--- src/design/rv64i_execute_core_assert.svh ---
// Assertion macros for the RV64I execute core.
// Used by the top level; expects signals clk and rst in scope.
`ifndef RV64I_EXECUTE_CORE_ASSERT_SVH
`define RV64I_EXECUTE_CORE_ASSERT_SVH

// property must hold at every clock edge outside reset
`define RV64EX_ASSERT_HOLDS(lbl, prop, msg) \
  lbl: assert property (@(posedge clk) disable iff (rst) prop) else $error(msg);

// expression must never be true outside reset
`define RV64EX_ASSERT_NEVER(lbl, expr, msg) \
  lbl: assert property (@(posedge clk) disable iff (rst) !(expr)) else $error(msg);

`endif

--- src/design/rv64ex_regfile.sv ---
// 32 x 64 register file with registered reads, write bypass and valid bits.
// Depends on nothing; entries never written read as zero.
module rv64ex_regfile (
  input  logic        clk,
  input  logic        rst,
  input  logic        rd_en,
  input  logic [4:0]  ra1,
  input  logic [4:0]  ra2,
  output logic [63:0] rdata1,
  output logic [63:0] rdata2,
  input  logic        we,
  input  logic [4:0]  wa,
  input  logic [63:0] wd
);

  logic [63:0] mem [32];
  logic [31:0] vld;
  logic [63:0] d1, d2;
  logic        v1, v2;

  always_ff @(posedge clk) begin
    if (we) begin
      mem[wa] <= wd;
    end
    if (rd_en) begin
      d1 <= (we && wa == ra1) ? wd : mem[ra1];
      d2 <= (we && wa == ra2) ? wd : mem[ra2];
    end
  end

  always_ff @(posedge clk) begin
    if (rst) begin
      vld <= '0;
      v1  <= 1'b0;
      v2  <= 1'b0;
    end else begin
      if (we) begin
        vld[wa] <= 1'b1;
      end
      if (rd_en) begin
        v1 <= (we && wa == ra1) || vld[ra1];
        v2 <= (we && wa == ra2) || vld[ra2];
      end
    end
  end

  assign rdata1 = v1 ? d1 : 64'd0;
  assign rdata2 = v2 ? d2 : 64'd0;

endmodule

--- config.mk ---
export PLATFORM = sky130hd
export DESIGN_NAME = rv64ex_regfile
export DESIGN_NICKNAME = d
export VERILOG_FILES = /design/src/design/rv64i_execute_core_assert.svh /design/src/design/rv64ex_regfile.sv
export SDC_FILE = /design/constraint.sdc
export NUM_CORES = 2
export LEC_CHECK = 0
export BUFFER_PORTS_ARGS = -buffer_cell sky130_fd_sc_hd__buf_2
export CORE_MARGIN = 8
export CORE_UTILIZATION = 60
export CTS_CLUSTER_SIZE = 40
export DETAILED_ROUTE_END_ITERATION = 10
export PLACE_DENSITY = 0.78
export SLEW_MARGIN = 40
export SYNTH_ARGS = -nofsm -noshare
export SYNTH_HDL_FRONTEND = slang
export SYNTH_SLANG_ARGS = --single-unit
--- constraint.sdc ---
create_clock -name clk -period 6.8 [get_ports clk]
set_input_delay 1.36 -clock clk [delete_from_list [all_inputs] [get_ports clk]]
set_output_delay 1.36 -clock clk [all_outputs]
set_load 0.05 [all_outputs]
==> summary.md <==
| Metric | Value |
|---|---|
| Status | completed |
| Mapped Cells | 5,592 |
| DR vias | 65,400 |
| First-pass GRT wire length | 480,000 um |
| Reg2reg setup slack | 4.62 ns |
| Grt total ovfl | 0 |
| Floorplan die width | 428 um |
| Initial Utilization | 60.3% |
| WL final | 344,000 um |
| Seq/Total Area, Yosys | 64.8% |
| Via density per instance | 7.98 |
| Clock transition at path regs | 0.07 ns |
| Dpl hpwl | 195,000 um |
| Unrepaired setup endpoints after global routing | no |
| ANT nets after route | 0 |
| Routed WL per cell | 42.0 um |
| H-tree depth | 4 |
| Port Buffers | 210 |
| Period utilization | 59.5% |
| Crit-path max FO | 36 |
| Syn Std Cell Area | 102,000 um2 |
| Syn Nets | 5,675 |
| Initial antenna violation count | 44 |
| Final GP Congestion | 0.896 |
| First drt pass iteration count | 6 |
| Non-Filler Instances | 8,194 |
| Post-route minimum period | 4.04 ns |
| Share of cells above drive strength 1 | 27.3% |
| Post-cts repair resize count | 0 |
| Postcts setup bufs | 0 |
| # setup viols final | 0 |
| Max-Cap Viols | 0 |
| Num rows | 151 |
| I/O pin count | 211 |
| Full die area | 183,000 um2 |
| CTS Hold Buffers Added | 0 |
| Number of global-route vias before repair | 64,600 |
| Die H | 428 um |
| Root Buffer | clkbuf_16 |
| Worst-case clock buffer depth | 3 |
| Fin. max-slew vios | 0 |
| Register bit total from synthesis | 2,210 |
| Post-route DRC | 0 |
| Syn avg cell area | 18.2 um2 |
| Synth Warn # | 0 |
| Total track usage | 36.6% |
| Nets | 5,837 |
| Largest net degree at the start of global routing | 103 |
| Cell Pwr Density | 266 nW/um2 |
| Fin util | 66.6% |
| Top FF cell, synth | edfxtp_1 |
| HP Class | reg -> reg |
| Core area | 169,000 um2 |
| Fin. Hold Viols | 0 |
| CTS Buf Count | 211 |
| Post-synth EDFFs | 2,176 |
| # placed instances | 7,753 |
| Data arrival, critical path | 2.68 ns |
| Crit path launch type | register |
| Clk Latency, worst-skew pair | 0.88 ns |
| Area Growth Syn to Fin | 10.6% |
| Leak | 37.0 nW |
| Slew margin rel. | 32.6% |
| Worst VDD drop | 263 uV |
| Slew at the pin with the worst max-slew slack | 1.01 ns |
| Setup tns final | 0 ns |
| Critical path type | reg -> out |
| CTS Sinks | 2,210 |
| FMAX | 247 MHz |
| Worst Path Required | 5.44 ns |
| Clock Skew | 0.0219 ns |
| CTS tree | built |
| CP Capture Type | primary output |
| FFs w/ async S/R, synth | 0% |
| Synth unique cells | 57 |
| Initial DRC Count | 11,600 |
-- path summary, 6_finish.rpt --
check	depth (start not counted)	start	endpoint
worst max register to register	5	mem[29][51]	d1[51]
worst min register to register	2	vld[11]	vld[11]
worst min-delay path	2	vld[11]	vld[11]
worst max-delay path	3	v1	rdata1[0]
-- layout make-up --
cell class / count / area (um2)
Antenna cell: 36 / 90.1
Inverter: 10 / 41.3
Tap cell: 2218 / 2780
Sequential cell: 2210 / 66000
Timing Repair Buffer: 404 / 3340
Clock inverter: 136 / 1350
Fill cell: 10600 / 56400
Clock buffer: 263 / 5500
Multi-Input combinational cell: 2917 / 33600
-- synthesized netlist by cell type (27+ instances only) --
library cell	instances	area share, %
a211o_1	27	0.23
edfxtp_1	2176	64
dfxtp_1	34	0.67
a22oi_1	107	0.79
mux2i_1	532	5.2
nand2_1	172	0.63
o221ai_1	182	1.6
buf_4	70	0.52
a21oi_1	123	0.60
nand3_1	35	0.17
nor2_1	171	0.63
clkbuf_1	173	0.64
o22ai_1	259	1.6
nor3_1	58	0.28
mux4_2	763	17
and2_1	140	0.86
mux2_2	34	0.38
buf_2	114	0.56
a211oi_1	29	0.21
a221o_1	33	0.32
buf_6	56	0.62
o41ai_2	37	0.59
buf_1	29	0.11
-- report_power, final --
group | internal [mW] | total (mW) | leakage (nW) | switching, mW
Clock | 6.56 | 11.8 | 3.32 | 5.22
Sequential | 15.2 | 15.4 | 20.0 | 0.177
Combinational | 0.970 | 2.77 | 13.7 | 1.80
Total | 22.8 | 30.0 | 37.0 | 7.20
-- through the flow --
| step | instance area (um2) | hold slack (ns) | power [mW] | worst slack, ns |
|---|---|---|---|---|
| floorplan | 102000 | 0.451 | 17.3 | 1.43 |
| global placement | 105000 | 0.462 | 18.3 | 2.28 |
| detailed placement | 106000 | 0.479 | 18.3 | 2.26 |
| CTS | 112000 | 0.497 | 29.8 | 2.68 |
| global route | 113000 | 0.517 | 30.5 | 2.81 |
| finish | 113000 | 0.498 | 30.0 | 2.76 |
-- routing by layer --
| layer | up-vias | GRT usage, % | part of all wire [%] |
|---|---|---|---|
| li1 | 24300 | - | - |
| met1 | 32900 | 47.7 | 32 |
| met2 | 6528 | 53.3 | 43 |
| met3 | 1612 | 12.0 | 16 |
| met4 | 40 | 23.7 | 8.2 |
| met5 | - | 0.624 | 0.083 |
-- cell usage in the layout (no fill, tap or decap), types with 22 or more instances in the layout --
master        n
o41ai_1      22
clkbuf_16   212
a221o_1      33
mux2i_1     532
buf_4       131
a22oi_1     107
nand2_1     165
nor2_1      131
o41ai_2      37
a211oi_1     29
edfxtp_1   2176
nand3_1      34
nor2_4       38
o21ai_0      26
a21oi_1     123
dfxtp_1      32
o22ai_1     259
o221ai_1    182
nor3_1       58
clkbuf_1     51
mux4_2      763
clkinv_2     46
a211o_1      27
buf_2       200
buf_12       41
clkinv_1     44
diode_2      36
and2_1      139
a221oi_1     26
mux2_2       34
-- registers in the layout, summed over array words and instances (netlist names) --
signal / flops
v1: 1
mem: 2048
d1: 64
vld: 32
v2: 1
d2: 64
-- logic make-up (layout without fill, tap and decap cells) --
| group | after synthesis | in the layout | synth area share, % |
|---|---|---|---|
| DFF | 2210 | 2210 | 64.8 |
| muxes | 1329 | 1329 | 22.5 |
| AOI/OAI and AO/OA | 957 | 957 | 7.13 |
| and+or+nand+nor | 621 | 621 | 2.87 |
| buffers and inverters | 465 | 813 | 2.68 |
| xor gates and xnor gates | 10 | 10 | 0.0859 |
| other | 0 | 36 | 0 |
-- critical path, cell delays in order (launching register included) --
cell and delay, ns:
dfxtp_4 0.69, buf_12 0.34, and2_1 0.40, buf_2 0.34
(Power assumes the default switching activity.)
